$ cat config.mk
export PLATFORM = sky130hd
export DESIGN_NAME = quality_score_binning
export DESIGN_NICKNAME = d
export VERILOG_FILES = /design/src/design/qsb_pkg.sv /design/src/design/qsb_div.sv /design/src/design/qsb_region.sv /design/src/design/quality_score_binning.sv
export SDC_FILE = /design/constraint.sdc
export NUM_CORES = 1
export LEC_CHECK = 0
export BUFFER_PORTS_ARGS = -buffer_cell sky130_fd_sc_hd__buf_4
export CORE_MARGIN = 2
export CORE_UTILIZATION = 58
export DETAILED_ROUTE_END_ITERATION = 10
export GPL_TIMING_DRIVEN = 0
export PLACE_DENSITY = 0.74
export SYNTH_ARGS = -nofsm -noshare
export SYNTH_HDL_FRONTEND = slang
export SYNTH_SLANG_ARGS = --single-unit
$ cat constraint.sdc
create_clock -name clk -period 13.1 [get_ports clk]
set_input_delay 1.31 -clock clk [delete_from_list [all_inputs] [get_ports clk]]
set_output_delay 1.31 -clock clk [all_outputs]
set_load 0.05 [all_outputs]
$ cat src/design/qsb_pkg.sv
// Shared types, codes and helper functions for the quality score binning block.
`default_nettype none

package qsb_pkg;

  localparam int unsigned VAL_W  = 7;
  localparam int unsigned MANT_W = 32;

  typedef enum logic [1:0] {
    REG_KIND   = 2'd0,
    REG_STEP   = 2'd1,
    REG_OFFSET = 2'd2,
    REG_MAX    = 2'd3
  } reg_idx_t;

  localparam logic FUNC_FWD     = 1'b0;
  localparam logic FUNC_REV     = 1'b1;
  localparam logic KIND_LOG     = 1'b0;
  localparam logic KIND_UNIFORM = 1'b1;

  // One score handed to the region pipeline: mantissa index and saturated decade.
  typedef struct packed {
    logic       valid;
    logic [3:0] j;
    logic [1:0] d;
  } qsb_tap_t;

  typedef struct packed {
    logic             valid;
    logic [VAL_W-1:0] region;
  } qsb_region_t;

  // 10^(-j/10) in Q1.31, rounded
  function automatic logic [MANT_W-1:0] decade_mant(input logic [3:0] j);
    logic [MANT_W-1:0] m;
    begin
      case (j)
        4'd0:    m = 32'd2147483648;
        4'd1:    m = 32'd1705806895;
        4'd2:    m = 32'd1354970580;
        4'd3:    m = 32'd1076291389;
        4'd4:    m = 32'd854928639;
        4'd5:    m = 32'd679093957;
        4'd6:    m = 32'd539423504;
        4'd7:    m = 32'd428479320;
        4'd8:    m = 32'd340353221;
        4'd9:    m = 32'd270352174;
        default: m = 32'd0;
      endcase
      return m;
    end
  endfunction

  // floor(r/10) by reciprocal, exact for every 7-bit r
  function automatic logic [VAL_W-1:0] div10(input logic [VAL_W-1:0] r);
    logic [14:0] p;
    begin
      p = 15'(r) * 15'd205;
      return p[14:11] == 4'd0 ? 7'd0 : 7'(p >> 11);
    end
  endfunction

endpackage

`default_nettype wire

$ cat src/design/qsb_div.sv
// Restoring divider for the log-mode bin index, one quotient bit per cycle.
`default_nettype none

module qsb_div (
  input  wire logic       clk,
  input  wire logic       rst_n,
  input  wire logic       start,
  input  wire logic [6:0] dividend,
  input  wire logic [6:0] divisor,
  output logic            done,
  output logic [6:0]      quotient
);

  logic       busy_r;
  logic       done_r;
  logic [2:0] cnt_r;
  logic [7:0] rem_r;
  logic [6:0] quo_r;
  logic [6:0] dvs_r;

  logic [7:0] rem_sh;
  logic       fits;

  assign rem_sh = {rem_r[6:0], quo_r[6]};
  assign fits   = rem_sh >= {1'b0, dvs_r};

  always_ff @(posedge clk) begin
    if (!rst_n) begin
      busy_r <= 1'b0;
      done_r <= 1'b0;
      cnt_r  <= 3'd0;
    end else begin
      done_r <= busy_r && (cnt_r == 3'd6);
      if (start) begin
        busy_r <= 1'b1;
        cnt_r  <= 3'd0;
      end else if (busy_r) begin
        cnt_r <= cnt_r + 3'd1;
        if (cnt_r == 3'd6) begin
          busy_r <= 1'b0;
        end
      end
    end
  end

  // dividend bits shift out of quo_r as quotient bits shift in
  always_ff @(posedge clk) begin
    if (start) begin
      rem_r <= 8'd0;
      quo_r <= dividend;
      dvs_r <= divisor;
    end else if (busy_r) begin
      rem_r <= fits ? rem_sh - {1'b0, dvs_r} : rem_sh;
      quo_r <= {quo_r[5:0], fits};
    end
  end

  assign done     = done_r;
  assign quotient = quo_r;

endmodule

`default_nettype wire

$ cat src/design/qsb_region.sv
// Probability region pipeline: mantissa ROM read, scale multiply, decade shift and clamp.
`default_nettype none

module qsb_region (
  input  wire logic              clk,
  input  wire logic              rst_n,
  input  wire logic              flush,
  input  wire logic [6:0]        step,
  input  wire qsb_pkg::qsb_tap_t tap,
  output qsb_pkg::qsb_region_t   reg_out
);

  // ROM stage: registered read of the decade mantissa
  logic                        a_valid_r;
  logic [qsb_pkg::MANT_W-1:0]  a_mant_r;
  logic [1:0]                  a_d_r;

  // multiply stage
  logic                        b_valid_r;
  logic [qsb_pkg::VAL_W-1:0]   b_val_r;
  logic [1:0]                  b_d_r;

  logic [38:0]                 prod;
  logic [qsb_pkg::VAL_W-1:0]   q_div1;
  logic [qsb_pkg::VAL_W-1:0]   q_div2;
  logic [qsb_pkg::VAL_W-1:0]   q_sh;
  logic [qsb_pkg::VAL_W-1:0]   lim;

  always_ff @(posedge clk) begin
    if (!rst_n || flush) begin
      a_valid_r <= 1'b0;
      b_valid_r <= 1'b0;
    end else begin
      a_valid_r <= tap.valid;
      b_valid_r <= a_valid_r;
    end
  end

  always_ff @(posedge clk) begin
    a_mant_r <= qsb_pkg::decade_mant(tap.j);
    a_d_r    <= tap.d;
    b_val_r  <= prod[37:31];
    b_d_r    <= a_d_r;
  end

  // mantissa <= 2^31 and step < 2^7, so bit 38 never sets
  assign prod = 39'(a_mant_r) * 39'(step);

  assign q_div1 = qsb_pkg::div10(b_val_r);
  assign q_div2 = qsb_pkg::div10(q_div1);

  // a 7-bit value is zero after three divisions by ten
  always_comb begin
    case (b_d_r)
      2'd0:    q_sh = b_val_r;
      2'd1:    q_sh = q_div1;
      2'd2:    q_sh = q_div2;
      default: q_sh = 7'd0;
    endcase
  end

  assign lim            = step - 7'd1;
  assign reg_out.valid  = b_valid_r;
  assign reg_out.region = (q_sh > lim) ? lim : q_sh;

endmodule

`default_nettype wire

$ cat src/design/quality_score_binning.sv
// Quality score binning top level: config registers, item sequencer and output register.
//
// Usage:
//   cfg_*  : register writes (index 0 kind, 1 step, 2 offset, 3 max), always ready.
//            Write only while no item is in flight.
//   in_*   : one request per item; tuser[0] selects symbol-to-bin or bin-to-symbol,
//            tdata[6:0] carries the symbol or bin. One item is worked at a time.
//   out_*  : one answer per item; tdata[6:0] is the bin or symbol, tuser[0] says
//            whether the mapping is defined (tdata is zero when it is not).
// Item flow, accept to out_tvalid:
//   log reverse requests and those that fail the entry checks go straight to the
//   answer; log forward runs the restoring divider; uniform walks n scores from the
//   offset (up to SYMBOL_COUNT), one score per cycle through the ROM / multiply /
//   region pipeline. in_tready returns at the edge that loads the output register.
// Reset returns the registers to kind 0, step 8, offset 33, max 126 and
// empties the sequencer and output register. While out_tready is low the
// answer holds in the output register; the next item is still taken and
// worked, and its answer waits until the register frees up.
`default_nettype none

module quality_score_binning #(
  parameter int unsigned SYMBOL_COUNT = 128
) (
  input  wire logic       clk,
  input  wire logic       rst_n,
  input  wire logic       cfg_valid,
  output logic            cfg_ready,
  input  wire logic [1:0] cfg_index,
  input  wire logic [6:0] cfg_data,
  input  wire logic       in_tvalid,
  output logic            in_tready,
  input  wire logic [7:0] in_tdata,   // [6:0] value, [7] zero pad
  input  wire logic [0:0] in_tuser,   // [0] func
  output logic            out_tvalid,
  input  wire logic       out_tready,
  output logic [7:0]      out_tdata,  // [6:0] result, [7] zero pad
  output logic [0:0]      out_tuser   // [0] valid_res
);

  localparam int unsigned CW = ($clog2(SYMBOL_COUNT) + 1 > 8) ?
                               $clog2(SYMBOL_COUNT) + 1 : 8;
  localparam logic [CW-1:0] SC_C = CW'(SYMBOL_COUNT);

  typedef enum logic [2:0] {
    S_IDLE,
    S_START,
    S_DIV,
    S_SCAN,
    S_DONE
  } state_t;

  state_t      state_r;

  logic        kind_r;
  logic [6:0]  step_r;
  logic [6:0]  offset_r;
  logic [6:0]  max_r;

  logic        func_r;
  logic [6:0]  value_r;
  logic [6:0]  res_r;
  logic        ok_r;

  logic [3:0]  j_r;
  logic [1:0]  d_r;
  logic [CW-1:0] tally_i_r;
  logic [CW-1:0] bin_r;
  logic [6:0]  prev_r;
  logic        first_r;

  logic        out_valid_r;
  logic [6:0]  out_result_r;
  logic        out_ok_r;

  logic [CW-1:0] v_ext;
  logic [CW-1:0] off_ext;
  logic [CW-1:0] max_ext;
  logic        in_range;
  logic        fwd_log_ok;
  logic [13:0] rev_sum;
  logic        rev_log_ok;
  logic        uni_fwd_ok;
  logic        uni_rev_ok;

  logic        div_start;
  logic        div_done;
  logic [6:0]  div_quo;

  qsb_pkg::qsb_tap_t    tap;
  qsb_pkg::qsb_region_t ro;

  logic [CW-1:0] bin_new;
  logic        hit_fwd;
  logic        hit_rev;
  logic        stop_rev;
  logic        scan_end;
  logic        out_free;

  assign cfg_ready = 1'b1;
  assign in_tready = (state_r == S_IDLE);

  assign v_ext    = CW'(value_r);
  assign off_ext  = CW'(offset_r);
  assign max_ext  = CW'(max_r);
  assign in_range = v_ext < SC_C;

  assign fwd_log_ok = (v_ext >= off_ext) && in_range &&
                      ((v_ext <= max_ext + CW'(1)) || (value_r == offset_r));
  assign rev_sum    = 14'(offset_r) + 14'(value_r - 7'd1) * 14'(step_r);
  assign rev_log_ok = (value_r != 7'd0) && in_range && (rev_sum <= 14'(max_r));
  assign uni_fwd_ok = (v_ext >= off_ext) && in_range;
  assign uni_rev_ok = off_ext < SC_C;

  assign div_start = (state_r == S_START) && (step_r != 7'd0) &&
                     (kind_r == qsb_pkg::KIND_LOG) && (func_r == qsb_pkg::FUNC_FWD) &&
                     fwd_log_ok;

  qsb_div u_div (
    .clk      (clk),
    .rst_n    (rst_n),
    .start    (div_start),
    .dividend (value_r - offset_r),
    .divisor  (step_r),
    .done     (div_done),
    .quotient (div_quo)
  );

  // uniform walk: tally bins as regions come out of the pipeline in order
  assign bin_new  = first_r ? CW'(1) : ((ro.region != prev_r) ? bin_r + CW'(1) : bin_r);
  assign hit_fwd  = tally_i_r == v_ext;
  assign hit_rev  = bin_new == v_ext;
  assign stop_rev = (tally_i_r > max_ext) || (tally_i_r == SC_C - CW'(1));
  assign scan_end = (state_r == S_SCAN) && ro.valid &&
                    ((func_r == qsb_pkg::FUNC_FWD) ? hit_fwd : (hit_rev || stop_rev));

  assign tap.valid = (state_r == S_SCAN) && !scan_end;
  assign tap.j     = j_r;
  assign tap.d     = d_r;

  qsb_region u_region (
    .clk     (clk),
    .rst_n   (rst_n),
    .flush   (scan_end),
    .step    (step_r),
    .tap     (tap),
    .reg_out (ro)
  );

  assign out_free = !out_valid_r || out_tready;

  always_ff @(posedge clk) begin
    if (!rst_n) begin
      state_r     <= S_IDLE;
      kind_r      <= qsb_pkg::KIND_LOG;
      step_r      <= 7'd8;
      offset_r    <= 7'd33;
      max_r       <= 7'd126;
      out_valid_r <= 1'b0;
    end else begin
      if (cfg_valid) begin
        unique case (cfg_index)
          qsb_pkg::REG_KIND:   kind_r   <= cfg_data[0];
          qsb_pkg::REG_STEP:   step_r   <= cfg_data;
          qsb_pkg::REG_OFFSET: offset_r <= cfg_data;
          qsb_pkg::REG_MAX:    max_r    <= cfg_data;
          default: ;
        endcase
      end

      if (state_r == S_DONE && out_free) begin
        out_valid_r <= 1'b1;
      end else if (out_valid_r && out_tready) begin
        out_valid_r <= 1'b0;
      end

      unique case (state_r)
        S_IDLE: begin
          if (in_tvalid) begin
            func_r  <= in_tuser[0];
            value_r <= in_tdata[6:0];
            state_r <= S_START;
          end
        end
        S_START: begin
          j_r       <= 4'd0;
          d_r       <= 2'd0;
          tally_i_r <= off_ext;
          first_r   <= 1'b1;
          if (div_start) begin
            res_r   <= 7'd0;
            ok_r    <= 1'b0;
            state_r <= S_DIV;
          end else if ((step_r != 7'd0) && (kind_r == qsb_pkg::KIND_UNIFORM) &&
                       ((func_r == qsb_pkg::FUNC_FWD) ? uni_fwd_ok : uni_rev_ok)) begin
            res_r   <= 7'd0;
            ok_r    <= 1'b0;
            state_r <= S_SCAN;
          end else if ((step_r != 7'd0) && (kind_r == qsb_pkg::KIND_LOG) &&
                       (func_r == qsb_pkg::FUNC_REV) && rev_log_ok) begin
            res_r   <= rev_sum[6:0];
            ok_r    <= 1'b1;
            state_r <= S_DONE;
          end else begin
            res_r   <= 7'd0;
            ok_r    <= 1'b0;
            state_r <= S_DONE;
          end
        end
        S_DIV: begin
          if (div_done) begin
            // bin index 128 does not fit the result field
            res_r   <= (div_quo == 7'd127) ? 7'd0 : div_quo + 7'd1;
            ok_r    <= div_quo != 7'd127;
            state_r <= S_DONE;
          end
        end
        S_SCAN: begin
          if (tap.valid) begin
            j_r <= (j_r == 4'd9) ? 4'd0 : j_r + 4'd1;
            if (j_r == 4'd9 && d_r != 2'd3) begin
              d_r <= d_r + 2'd1;
            end
          end
          if (ro.valid) begin
            first_r   <= 1'b0;
            bin_r     <= bin_new;
            prev_r    <= ro.region;
            tally_i_r <= tally_i_r + CW'(1);
          end
          if (scan_end) begin
            state_r <= S_DONE;
            if (func_r == qsb_pkg::FUNC_FWD) begin
              res_r <= bin_new[6:0];
              ok_r  <= 1'b1;
            end else if (hit_rev) begin
              res_r <= tally_i_r[6:0];
              ok_r  <= 1'b1;
            end
          end
        end
        S_DONE: begin
          if (out_free) begin
            out_result_r <= res_r;
            out_ok_r     <= ok_r;
            state_r      <= S_IDLE;
          end
        end
        default: state_r <= S_IDLE;
      endcase
    end
  end

  assign out_tvalid = out_valid_r;
  assign out_tdata  = {1'b0, out_result_r};
  assign out_tuser  = out_ok_r;

endmodule

`default_nettype wire

==> out/metrics.yaml <==
finish:
  area_delta_synth_final_pct: 7.48
  drive_gt1_frac: 0.0446
  fillers: 2535
  diodes: 0
  fin_nets: 2425
synth:
  synth.cell_area_um2: 17600
  yosys-top-cells-area: "fa_1 23%, ha_1 14%, edfxtp_1 12%"
  synth-edff-count: 68
  synth_top_area_share: 0.232
  yosysWarnings: 0
  synth_cell_types: 70
  synth-main-ff-cell: "dfxtp_1"
  synth_nets: 2375
  yosysMostFrequentCell: "inv_1"
  ys_seq_area_frac: 0.208
  yosys-top-cells-count: "279 x inv_1, 261 x nand2_1, 204 x fa_1, 193 x ha_1, 84 x nor2_1"
  synth.avg_cell_area_um2: 9.01
  yosys.area.top_type: "fa_1"
  synth_cells: 1955
  ys_seq_elements: 149
  async_reset_ff_frac: 0
sta:
  rsz0062_at_grt: "no"
  max_slew_margin: 0.246
  worst_slew_pin_slew_ns: 1.12
  setup_viol: 0
  finalCriticalPeriod_ns: 10.77
  tns_ns: 0
  fin_crit_sh: 0.822
  hold_viol: 0
  clock-skew-final_ns: 0.00697
  setup_ws_ns: 2.33
  max_freq_ghz: 0.0928
  drv_slew: 0
clocking:
  cts-root-buf: "clkbuf_16"
  cts_sinks: 149
  htreeDepth: 4
  cts_resized: 0
  clock_latency_ns: 0.44
  postCtsSetupRepairBufs: 0
  cts_hold_buffers: 0
  tritoncts: "yes"
  cts_buffers: 17
  clock_path_buffers: 2
  clk_pin_slew_ns: 0.07
worst_setup_path:
  path_max_fanout: 9
  r2r_setup_slack_ns: 2.33
  slowest_stage: "a31oi_1"
  worst_setup_path_end_kind: "flip-flop"
  cp.arrival_ns: 10.84
  worstSetupPathType: "flip-flop to flip-flop"
  cpMostUsedCell: "ha_1"
  crit_buf_inv: 2
  critPathLaunchType: "flip-flop"
  worstPathRequired_ns: 13.17
  cpLargestDelayFamily: "compound AO/OA/AOI/OAI gates"
  slowest_delay_ns: 0.68
die:
  pin_count: 35
  die-area_um2: 31800
  initial_core_util: 0.591
  die_h_um: 178
  core-area_um2: 29800
  row_count: 63
  die_w_um: 178
grt:
  antenna_found_initial: 1
  grt_pass1_vias: 14245
  grt_overflow_total: 0
  grt_pass1_wl_um: 73100
  grt_max_degree: 17
  grt_usage: 0.298
run:
  max_cap_viol_count: 0
route:
  wl_met1_um: 19100
  met2WireLength_um: 21300
  drt_iter0_drc: 1260
  drt-pass1-iter-count: 5
  wl_met3_um: 3460
  postRouteWirelength_um: 45000
  ant_nets: 0
  vias: 14075
  drc: 0
  top_layer: "met5"
  wl_per_cell_um: 18.7
  vias_per_cell: 5.85
power_and_ir_drop:
  total_power_mw: 1.55
  p_sw_mw: 0.562
  sw_frac_of_total: 0.361
  pwr-share-clk: 0.327
  peakVddDrop_mv: 0.0956
  internal-power_mw: 0.993
  seqPwrFrac: 0.365
  comb_power_share: 0.308
  p_leak_nw: 9.40
  p_per_area_nw_per_um2: 82.1
placed_design:
  io_buffers: 30
  hpwlAfterDp_um: 36100
  routabilityCongestion: 0.945
  place_ws_ns: 2.50
hold_path:
  hold_path.class: "flip-flop to flip-flop"
outcome:
  status: "finished, final reports clean"
[power groups by stage]
stage	logic, mW	registers [mW]	clock network [mW]
3_3_place_gp	0.454	0.575	0
5_1_grt	0.543	0.571	0.529
4_1_cts	0.477	0.566	0.508
6_report	0.479	0.568	0.508
2_1_floorplan	0.353	0.562	0
3_5_place_dp	0.471	0.576	0
[per-stage QoR]
step	cell area (um2)	hold slack, ns	util	cells
2_1_floorplan	17600	0.310	-	1955
3_3_place_gp	18300	0.314	0.615	2375
3_5_place_dp	18300	0.317	0.616	2376
4_1_cts	18900	0.332	0.636	2408
5_1_grt	18900	0.338	0.636	2408
6_report	18900	0.330	0.636	2408
[layout make-up]
class / instances / area (um2) / share of cell area
well taps: 390 / 488 / 0.0258
inverters: 281 / 1050 / 0.0557
repair buffers: 31 / 233 / 0.0123
clock inverters: 14 / 136 / 0.00720
multi-input cells: 1448 / 12600 / 0.666
flip-flops and latches: 149 / 3660 / 0.193
plain buffers: 77 / 304 / 0.0161
clock buffers: 18 / 450 / 0.0238
[cell usage in the layout (no fill, tap or decap), types with 5 or more instances in the layout]
| cell type | n |
|---|---|
| inv_1 | 279 |
| nand2_1 | 261 |
| fa_1 | 204 |
| ha_1 | 193 |
| nor2_1 | 84 |
| dfxtp_1 | 81 |
| and2_1 | 74 |
| a21oi_1 | 74 |
| clkbuf_1 | 72 |
| o21ai_0 | 70 |
| edfxtp_1 | 68 |
| nor2b_1 | 56 |
| xnor2_1 | 48 |
| xor2_1 | 40 |
| nand2b_1 | 40 |
| nand3_1 | 35 |
| buf_4 | 33 |
| a21o_1 | 29 |
| nor3_1 | 28 |
| mux2i_1 | 22 |
| and3_1 | 18 |
| clkbuf_16 | 18 |
| nor4_1 | 14 |
| o211ai_1 | 13 |
| nand4_1 | 12 |
| o21a_1 | 11 |
| a211oi_1 | 10 |
| or2_2 | 9 |
| a21boi_0 | 8 |
| o21bai_1 | 8 |
| o31ai_1 | 7 |
| or3_1 | 6 |
| o22ai_1 | 6 |
| a221o_1 | 5 |
| a22oi_1 | 5 |
[sequential cells by signal, indices dropped and copies added (netlist names), 3 cells and up]
signal	count
j_r	4
value_r	7
max_r	7
step_r	7
state_r	3
res_r	7
out_result_r	7
offset_r	7
prev_r	7
bin_r	8
u_div.cnt_r	3
u_region.b_val_r	7
u_div.quotient	7
u_div.rem_r	7
u_div.dvs_r	7
tally_i_r	8
u_region.a_mant_r	30
[worst paths after layout]
| check | start | to | depth (start not counted) |
|---|---|---|---|
| min reg2reg | u_region.a_d_r[1] | u_region.b_d_r[1] | 0 |
| max | u_region.b_val_r[3] | ok_r | 39 |
| min | u_region.a_d_r[1] | u_region.b_d_r[1] | 0 |
| max reg2reg | u_region.b_val_r[3] | ok_r | 39 |
[logic make-up after synthesis]
kind of cell | Yosys count | share of synthesized area
AND/OR/NAND/NOR | 651 | 0.180
adder cells (fa/ha/maj) | 397 | 0.369
buffers and inverters | 358 | 0.0771
AO/OA/AOI/OAI | 286 | 0.109
flip-flops | 149 | 0.208
XOR/XNOR | 88 | 0.0437
multiplexers | 24 | 0.0138
other | 2 | 0.000426
[per-layer routing]
layer	global-route usage	vias up
met5	0	-
met2	0.492	560
met1	0.401	6924
li1	-	6500
met4	0.0877	2
met3	0.0539	89
Power figures use the tool's default switching activity.
